**config.mk**
```make
export PLATFORM = sky130hd
export DESIGN_NAME = ordered_list_store_bidir_search_unit
export DESIGN_NICKNAME = d
export VERILOG_FILES = /design/src/hw/rtl/olsbs_pkg.sv /design/src/hw/rtl/ordered_list_store_bidir_search_unit.sv
export SDC_FILE = /design/constraint.sdc
export NUM_CORES = 1
export LEC_CHECK = 0
export ABC_AREA = 1
export BUFFER_PORTS_ARGS = -buffer_cell sky130_fd_sc_hd__buf_2
export CAP_MARGIN = 5
export CORE_MARGIN = 2
export CORE_UTILIZATION = 58
export CTS_BUF_LIST = sky130_fd_sc_hd__clkbuf_8
export DETAILED_ROUTE_END_ITERATION = 7
export PLACE_DENSITY_LB_ADDON = 0.05
export SLEW_MARGIN = 20
export SYNTH_ARGS = -nofsm -noshare
export SYNTH_HDL_FRONTEND = slang
export SYNTH_SLANG_ARGS = --single-unit
```
**constraint.sdc**
```tcl
create_clock -name clk -period 4.83 [get_ports clk]
set_clock_uncertainty 0.1 [all_clocks]
set_input_delay 0.966 -clock clk [delete_from_list [all_inputs] [get_ports clk]]
set_output_delay 0.966 -clock clk [all_outputs]
set_load 0.02 [all_outputs]
```
**src/hw/rtl/olsbs_pkg.sv**
```systemverilog
// Shared types and codes for the ordered list store with two-ended search.
`timescale 1ns / 1ps

package olsbs_pkg;

  localparam int DEPTH_DEFAULT = 16;

  localparam int ACTION_W = 2;
  localparam int VALUE_W  = 32;
  localparam int STATUS_W = 2;
  localparam int POS_W    = 4;
  localparam int COUNT_W  = 5;

  localparam int IN_DATA_W  = 72;
  localparam int OUT_DATA_W = 16;

  typedef enum logic [ACTION_W-1:0] {
    ACT_APPEND = 2'd0,
    ACT_SEARCH = 2'd1,
    ACT_MODIFY = 2'd2,
    ACT_DELETE = 2'd3
  } action_t;

  typedef enum logic [STATUS_W-1:0] {
    ST_OK        = 2'd0,
    ST_NOT_FOUND = 2'd1,
    ST_EMPTY     = 2'd2,
    ST_FULL      = 2'd3
  } status_t;

  typedef enum logic [1:0] {
    FSM_IDLE,
    FSM_HEAD,
    FSM_TAIL,
    FSM_SHIFT
  } fsm_t;

endpackage

```
**src/hw/rtl/ordered_list_store_bidir_search_unit.sv**
```systemverilog
// Top level: bounded ordered list with append, two-ended search, modify and delete.
`timescale 1ns / 1ps

// A command is one transfer on the slave side and gives one result transfer on the
// master side. The entries live in a single memory with one write port and one
// registered read port, and every walk over the list goes through that read port
// one entry per cycle. Append, whether it stores the value or finds the list full,
// and any other command on an empty list, finishes from the idle state with no walk.
// Modify and a missed search or delete walk from the head to the first match (the
// whole list on a miss). A search walks from the head to the first match and then
// from the tail down to the last match, and a delete walks the whole list, as it
// moves every later entry down one place. A new command is taken only when the
// block is idle and the previous result has been transferred.
module ordered_list_store_bidir_search_unit
  import olsbs_pkg::*;
#(
  parameter int DEPTH = DEPTH_DEFAULT
) (
  input  logic                  clk,
  input  logic                  rst,
  input  logic                  s_tvalid,
  output logic                  s_tready,
  // action [1:0], key_value [33:2], replacement [65:34], zero padding above
  input  logic [IN_DATA_W-1:0]  s_tdata,
  output logic                  m_tvalid,
  input  logic                  m_tready,
  // status [1:0], pos_from_head [5:2], pos_from_tail [9:6], head_is_nearer [10],
  // entry_count [15:11]
  output logic [OUT_DATA_W-1:0] m_tdata
);

  localparam int IW = (DEPTH > 1) ? $clog2(DEPTH) : 1;
  localparam int CW = $clog2(DEPTH + 1);

  fsm_t state, state_next;

  logic [VALUE_W-1:0] mem [DEPTH];

  logic [CW-1:0]      occ, occ_next;
  logic [CW-1:0]      ptr, ptr_next;
  logic [IW-1:0]      head_pos;
  action_t            action_q;
  logic [VALUE_W-1:0] key_q, repl_q;

  logic [VALUE_W-1:0] rd_q;
  logic [IW-1:0]      rd_idx;
  logic               rd_vld;
  logic               issue;

  logic               we;
  logic [IW-1:0]      wa;
  logic [VALUE_W-1:0] wd;

  logic               fin;
  status_t            fin_status;
  logic [CW-1:0]      fin_ph, fin_pt;
  logic               fin_near;

  logic               accept;
  action_t            in_action;
  logic [VALUE_W-1:0] in_key, in_repl;
  logic               rd_hit;
  logic               save_head;
  logic [CW-1:0]      tail_dist;

  logic [CW+POS_W-1:0]   ph_ext, pt_ext;
  logic [CW+COUNT_W-1:0] cnt_ext;

  logic [STATUS_W-1:0] out_status;
  logic [POS_W-1:0]    out_ph, out_pt;
  logic                out_near;
  logic [COUNT_W-1:0]  out_count;

  assign in_action = action_t'(s_tdata[ACTION_W-1:0]);
  assign in_key    = s_tdata[ACTION_W+VALUE_W-1:ACTION_W];
  assign in_repl   = s_tdata[ACTION_W+2*VALUE_W-1:ACTION_W+VALUE_W];

  assign s_tready = (state == FSM_IDLE) && !m_tvalid;
  assign accept   = s_tvalid && s_tready;
  assign rd_hit   = rd_vld && (rd_q == key_q);
  assign tail_dist = occ - CW'(1) - CW'(rd_idx);

  always_ff @(posedge clk) begin
    if (rst) begin
      state <= FSM_IDLE;
    end else begin
      state <= state_next;
    end
  end

  always_comb begin
    state_next = state;
    ptr_next   = ptr;
    occ_next   = occ;
    issue      = 1'b0;
    we         = 1'b0;
    wa         = rd_idx;
    wd         = rd_q;
    fin        = 1'b0;
    fin_status = ST_OK;
    fin_ph     = '0;
    fin_pt     = '0;
    fin_near   = 1'b0;
    save_head  = 1'b0;
    unique case (state)
      FSM_IDLE: begin
        if (accept) begin
          if (in_action == ACT_APPEND) begin
            fin = 1'b1;
            if (occ >= CW'(DEPTH)) begin
              fin_status = ST_FULL;
            end else begin
              we       = 1'b1;
              wa       = occ[IW-1:0];
              wd       = in_key;
              occ_next = occ + CW'(1);
            end
          end else if (occ == '0) begin
            fin        = 1'b1;
            fin_status = ST_EMPTY;
          end else begin
            ptr_next   = '0;
            state_next = FSM_HEAD;
          end
        end
      end
      FSM_HEAD: begin
        if (rd_hit) begin
          unique case (action_q)
            ACT_SEARCH: begin
              save_head  = 1'b1;
              ptr_next   = occ - CW'(1);
              state_next = FSM_TAIL;
            end
            ACT_MODIFY: begin
              we         = 1'b1;
              wd         = repl_q;
              fin        = 1'b1;
              state_next = FSM_IDLE;
            end
            ACT_DELETE: begin
              ptr_next   = CW'(rd_idx) + CW'(1);
              state_next = FSM_SHIFT;
            end
            default: begin
              fin        = 1'b1;
              state_next = FSM_IDLE;
            end
          endcase
        end else if (rd_vld && (CW'(rd_idx) == occ - CW'(1))) begin
          fin        = 1'b1;
          fin_status = ST_NOT_FOUND;
          state_next = FSM_IDLE;
        end else begin
          issue    = (ptr < occ);
          ptr_next = issue ? ptr + CW'(1) : ptr;
        end
      end
      FSM_TAIL: begin
        // A match is known to exist, so the downward walk always ends on one.
        if (rd_hit) begin
          fin        = 1'b1;
          fin_ph     = CW'(head_pos);
          fin_pt     = tail_dist;
          fin_near   = (CW'(head_pos) < tail_dist);
          state_next = FSM_IDLE;
        end else begin
          issue    = 1'b1;
          ptr_next = (ptr == '0) ? ptr : ptr - CW'(1);
        end
      end
      FSM_SHIFT: begin
        // Each entry read from the next place up is written one place down.
        if (rd_vld) begin
          we = 1'b1;
          wa = rd_idx - IW'(1);
        end
        if (ptr < occ) begin
          issue    = 1'b1;
          ptr_next = ptr + CW'(1);
        end else begin
          fin        = 1'b1;
          occ_next   = occ - CW'(1);
          state_next = FSM_IDLE;
        end
      end
      default: begin
        state_next = FSM_IDLE;
      end
    endcase
  end

  always_ff @(posedge clk) begin
    if (we) begin
      mem[wa] <= wd;
    end
    rd_q   <= mem[ptr[IW-1:0]];
    rd_idx <= ptr[IW-1:0];
  end

  always_ff @(posedge clk) begin
    if (rst) begin
      occ    <= '0;
      ptr    <= '0;
      rd_vld <= 1'b0;
    end else begin
      occ    <= occ_next;
      ptr    <= ptr_next;
      rd_vld <= issue;
    end
  end

  always_ff @(posedge clk) begin
    if (accept) begin
      action_q <= in_action;
      key_q    <= in_key;
      repl_q   <= in_repl;
    end
    if (save_head) begin
      head_pos <= rd_idx;
    end
  end

  assign ph_ext  = {{POS_W{1'b0}}, fin_ph};
  assign pt_ext  = {{POS_W{1'b0}}, fin_pt};
  assign cnt_ext = {{COUNT_W{1'b0}}, occ_next};

  always_ff @(posedge clk) begin
    if (rst) begin
      m_tvalid <= 1'b0;
    end else if (fin) begin
      m_tvalid <= 1'b1;
    end else if (m_tready) begin
      m_tvalid <= 1'b0;
    end
  end

  always_ff @(posedge clk) begin
    if (fin) begin
      out_status <= fin_status;
      out_ph     <= ph_ext[POS_W-1:0];
      out_pt     <= pt_ext[POS_W-1:0];
      out_near   <= fin_near;
      out_count  <= cnt_ext[COUNT_W-1:0];
    end
  end

  assign m_tdata = {out_count, out_near, out_pt, out_ph, out_status};

endmodule

```
== Word-level counts from Yosys, hierarchy flattened ==
Memory sizes are Yosys's and may differ from the RTL's. A register that Yosys moved wholly into a read port is not among the register bits.
Cells that the tools add are included.
W data, S select, Z words.
Storage, ports and cells
  output and inout bits: 18
  register bits after elaboration: 104
  memories: 1
  word-level logic and storage cells: 128
  input bits: 76
  memory bits (writable): 512
Cells by class
  magnitude comparators: 3
  $add $sub $neg: 7
  multiplexer cells: 70
  reductions and logical operators: 14
  eq/ne operators: 18
Memory list
  mem: words 16, width 32, rd ports 1, clocked after Yosys merged registers in 1, write ports 1, RTL line ordered_list_store_bidir_search_unit.sv:37  | logic [VALUE_W-1:0] mem [DEPTH];
Operators by type and width (count)
  $mux W32: 5
  $pmux W32 S2: 1
  $mux W5: 12
  $eq A32 B32 Y1: 1
  $mux W1: 27
  $mux W2: 11
  $pmux W5 S2: 2
  $pmux W5 S4: 1
  $mux W4: 4
  $ne A2 B2 Y1 const B: 7
  $add A5 B1 Y5 const B: 2
  $logic_not A5 Y1: 2
  $sub A5 B1 Y5 const B: 2
  $eq A2 B2 Y1 const B: 4
  $pmux W2 S2: 2
  $pmux W2 S4: 1
  $pmux W4 S2: 1
  $reduce_and A7 Y1: 1
  $ne A3 B3 Y1 const B: 2
  $pmux W1 S3: 2
  $reduce_and A6 Y1: 1
  $add A4 B1 Y5 const B: 1
  $eq A4 B5 Y1: 1
  $ge A5 B5 Y1 const B: 1
  other kinds (13): 18

== Depth between registers and ports, before layout ==
  word-level depth: 7
  mapped depth: 15

== Worst setup path after synthesis ==
OpenSTA, ideal clock, no wires.
  path kind: input port to flip-flop
  start: input s_tdata[1]
  end: memory mem[14][0] (enable)
  slack: -0.003 ns
  arrival time: 4.272 ns
  stages on the path: 10
  path buffers: 0
  library setup time: 0.461 ns
  cells stage by stage: nor2_1 > nand2_1 > nor2_4 > nand2_1 > o21ai_2 > nand2_1 > a22oi_2 > inv_1 > or2_4 > nor3_1
Between the ends
  longest elaborated chain between the ends: 6
  elaborated cells on any way between the ends: 9
  classes of those cells: mux: 8; reduce/logical: 1
RTL lines
  from (decl): RTL line ordered_list_store_bidir_search_unit.sv:24  | input logic [IN_DATA_W-1:0] s_tdata,
  $logic_not A2 Y1 (*): RTL line ordered_list_store_bidir_search_unit.sv:108  | if (in_action == ACT_APPEND) begin
  $mux W1: RTL line ordered_list_store_bidir_search_unit.sv:108
  $mux W1: RTL line ordered_list_store_bidir_search_unit.sv:107  | if (accept) begin
  $pmux W1 S3: RTL line ordered_list_store_bidir_search_unit.sv:105  | unique case (state)
  $mux W1: RTL line ordered_list_store_bidir_search_unit.sv:194  | if (we) begin
  $mux W1 (implied by the code): RTL line ordered_list_store_bidir_search_unit.sv:195  | mem[wa] <= wd;
  to (decl): RTL line ordered_list_store_bidir_search_unit.sv:37
Mark *: on every way between the ends. The rest lies on a longest branch, timed or not.

== Worst setup path in the final report ==
  start: register state[0]
  end: memory mem[12][1] (enable)
Between the ends
  longest elaborated chain between the ends: 7
  elaborated cells on any way between the ends: 11
  classes of those cells: eq/ne: 2; mux: 6; reduce/logical: 3
RTL lines
  from (decl): RTL line ordered_list_store_bidir_search_unit.sv:35  | fsm_t state, state_next;
  from (signal assigned): RTL line ordered_list_store_bidir_search_unit.sv:87  | state <= state_next;
  $logic_not A2 Y1: RTL line ordered_list_store_bidir_search_unit.sv:78, ordered_list_store_bidir_search_unit.sv:105
  $logic_and A1 B1 Y1: RTL line ordered_list_store_bidir_search_unit.sv:78  | assign s_tready = (state == FSM_IDLE) && !m_tvalid;
  $logic_and A1 B1 Y1: RTL line ordered_list_store_bidir_search_unit.sv:79  | assign accept = s_tvalid && s_tready;
  $mux W1: RTL line ordered_list_store_bidir_search_unit.sv:107
  $pmux W1 S3: RTL line ordered_list_store_bidir_search_unit.sv:105
  $mux W1: RTL line ordered_list_store_bidir_search_unit.sv:194
  $mux W1 (implied by the code): RTL line ordered_list_store_bidir_search_unit.sv:195
Several ways; a longest one is shown, not always the timed one.

==> flow_summary_export.csv <==
group,metric,value,unit
outcome,status,"finished clean",
clock_network,cts_hold_buffers,0,
synth,synth_ff_type,"edfxtp_1",
synth,synthTopCellsByCount,"edfxtp_1 (598), nor2_1 (357), o21ai_0 (338)",
synth,synth.most_common_cell,"edfxtp_1",
clock_network,post-cts-setup-buffers,0,
sta,max_freq,269,MHz
route,drt_wl_total,71000,um
route,vias,18417,
placed_design,hpwl,41300,um
grt,grtUsageTotal,0.299,
critical_path,r2r_cells,13,
power,p_per_area,524,nW/um2
synth,synth.distinct_cells,47,
clock_network,root_buffer,"clkbuf_8",
critical_path,critPathKind,"flop to flop",
power,vdd_ir_drop_max,390,uV
layout,antenna_cells,0,
synth,async_flop_share,0,
synth,yosys_warnings,0,
clock_network,numCtsBuffers,102,
route,top_layer_used,"met4",
synth,synthCells,2285,
floorplanning,start_util,0.588,
grt,grt_max_degree,189,
critical_path,critPathArrivalTime,3.95,ns
synth,syn_area,26700,um2
synth,yosysSeqAreaShare,0.709,
critical_path,r2r_start,"state[0]$_SDFFE_PP0P_",
power,internal_power,10.7,mW
flow_run,maxCapViolCount,0,
power,power_frac_seq,0.483,
synth,synth-seq-cells,648,
placed_design,gp_congestion,0.932,
critical_path,cp-startpoint,"state[0]$_SDFFE_PP0P_",
clock_network,h-tree-depth,3,
layout,syn_to_final_growth,12.7,%
floorplanning,die_x,219,um
sta,tightest_slew,0.972,ns
clock_network,clk_pin_slew,0.07,ns
critical_path,worst-path-max-fanout,32,
clock_network,cts_sinks,648,
clock_network,clock_path_buffers,3,
synth,netlist.area_leader.share,0.672,
grt,grt-ovfl-total,0,
synth,avgSynthCellArea,11.7,um2
power,clockPowerShare,0.285,
critical_path,crit_end,"mem[12][1]$_DFFE_PP_",
layout,finalNetCount,2524,
sta,whs,0.325,ns
grt,antenna_found_initial,3,
route,drtIter0Drc,2277,
grt,grt_pass1_wl,105000,um
route,route.detailed.drc,0,
sta,period_minus_slack,3.72,ns
floorplanning,fp-row-count,78,
power,share_comb_of_total_power,0.232,
critical_path,critPathRequiredTime,5.06,ns
clock_network,ctsResizeCount,0,
route,dr.pass1.iters,7,
sta,max_slew_margin,0.348,
layout,final-instance-count-excl-fill,3108,
route,wl_met1,30500,um
synth,synth.largest_area_cell,"edfxtp_1",
clock_network,cts_tree,"done",
route,wl_met2,32000,um
critical_path,cp-end-kind,"flop",
placed_design,dp.cells,2919,
critical_path,r2r_slack,1.11,ns
placed_design,port_buffers,87,
sta,rsz0062_at_grt,"false",
clock_network,clk_latency,0.72,ns
power,p_sw,5.11,mW
synth,syn_nets,2386,
floorplanning,pin_count,94,
synth,synth.area.top_cells,"edfxtp_1 (67%), o21ai_0 (6.3%), nor2_1 (5.0%)",
floorplanning,fp.dieH,219,um
floorplanning,coreArea,45500,um2
critical_path,r2r_end,"mem[12][1]$_DFFE_PP_",
sta,slew_violations,0,
synth,synth_edf_count,598,
power,p_leak,11.1,nW
power,sw_frac_of_total,0.323,
sta,hold_viol_final,0,
hold_path,min_path_type,"input pin to flop",
route,vias_per_cell,5.93,
sta,post-route-period-util,0.770,
sta,finalSetupViolCount,0,
layout,drive_above_1_share,0.140,
route,antenna_left,0,
critical_path,worstSetupStartpointType,"flop",
grt,grt_pass1_vias,17397,
route,route.met3.wl,6540,um
power,totalPowerFinal,15.8,mW
floorplanning,die_area,47800,um2
route,post_drt_wl_per_cell,22.8,um
## power groups by stage
stage / clock (mW) / combinational [mW] / sequential [mW]
floorplan: 0 / 2.11 / 7.74
global placement: 0 / 3.47 / 7.72
detailed placement: 0 / 3.58 / 7.73
CTS: 4.59 / 3.59 / 7.62
global route: 4.81 / 4.01 / 7.67
finish: 4.51 / 3.66 / 7.63
## placed cells by master, fill, tap and decap left out, types with 6 or more instances in the layout
master / instances
inv_1: 158
clkinv_1: 13
buf_2: 87
clkbuf_8: 115
a22oi_1: 31
buf_4: 64
clkinv_2: 11
nor2_1: 350
ha_1: 24
edfxtp_1: 598
nand4_1: 38
nand2_1: 318
nand3_1: 38
dfxtp_1: 48
o21ai_1: 9
nor3_2: 10
nor2_4: 11
xor2_1: 9
a21oi_1: 28
o21ai_0: 337
o22ai_1: 131
o21ai_2: 9
xnor2_1: 6
inv_2: 7
## layout make-up
| class | instances | area (um2) |
|---|---|---|
| clock buffer | 115 | 1580 |
| clock inverter | 74 | 424 |
| fill | 3444 | 15300 |
| inverter | 125 | 475 |
| multi-input combinational | 1392 | 6950 |
| sequential | 648 | 19000 |
| tap | 600 | 751 |
| timing repair buffer | 154 | 976 |
## through the flow
step	util	TNS (ns)	instance area, um2	setup WS, ns
5_1_grt	0.662	0	30100	0.903
3_5_place_dp	0.618	0	28100	0.894
6_report	0.662	0	30100	1.11
4_1_cts	0.662	0	30100	1.16
3_3_place_gp	0.618	0	28100	0.963
2_1_floorplan	-	-0.0894	26700	-0.00279
## flip-flops by register name, indices dropped and copies added (netlist names), 5 cells and up
signal / cells
out_count: 5
rd_q: 32
repl_q: 32
occ: 5
mem: 512
key_q: 32
ptr: 5
## per-layer routing
layer  vias to the layer above  track usage
met5                         -            0
met4                         0        0.100
met3                       144       0.0557
met2                       858        0.456
met1                      8920        0.436
li1                       8495            -
## critical path, stage by stage, from the launching register on
cell and delay, ns:
dfxtp_1 0.33, inv_1 0.14, ha_1 0.34, inv_2 0.15
nor2_4 0.11, nand2_2 0.10, nor2_4 0.23, nor2_1 0.17
a211oi_4 0.22, o21ai_2 0.11, inv_1 0.09, nand4_1 0.42
nor2_4 0.19, buf_4 0.57
## cells by family after synthesis
logic type	share of synthesized area
and+or+nand+nor	0.123
DFF	0.709
AOI/OAI and AO/OA	0.116
adders and majority gates	0.0120
xor gates and xnor gates	0.00492
buffers and inverters	0.0356
## worst min path at each step
stage                              from               endpoint  slack (ns)  depth (start not counted)
floorplan           ptr[0]$_SDFFE_PP0P_      rd_idx[0]$_DFF_P_        0.25                          0
global placement      rd_idx[1]$_DFF_P_  head_pos[1]$_DFFE_PP_        0.37                          0
detailed placement    rd_idx[1]$_DFF_P_  head_pos[1]$_DFFE_PP_        0.38                          0
CTS                         s_tdata[50]   repl_q[16]$_DFFE_PN_        0.28                          1
global route                s_tdata[51]   repl_q[17]$_DFFE_PN_        0.30                          1
finish                      s_tdata[50]   repl_q[16]$_DFFE_PN_        0.32                          1
(Power assumes the default switching activity.)
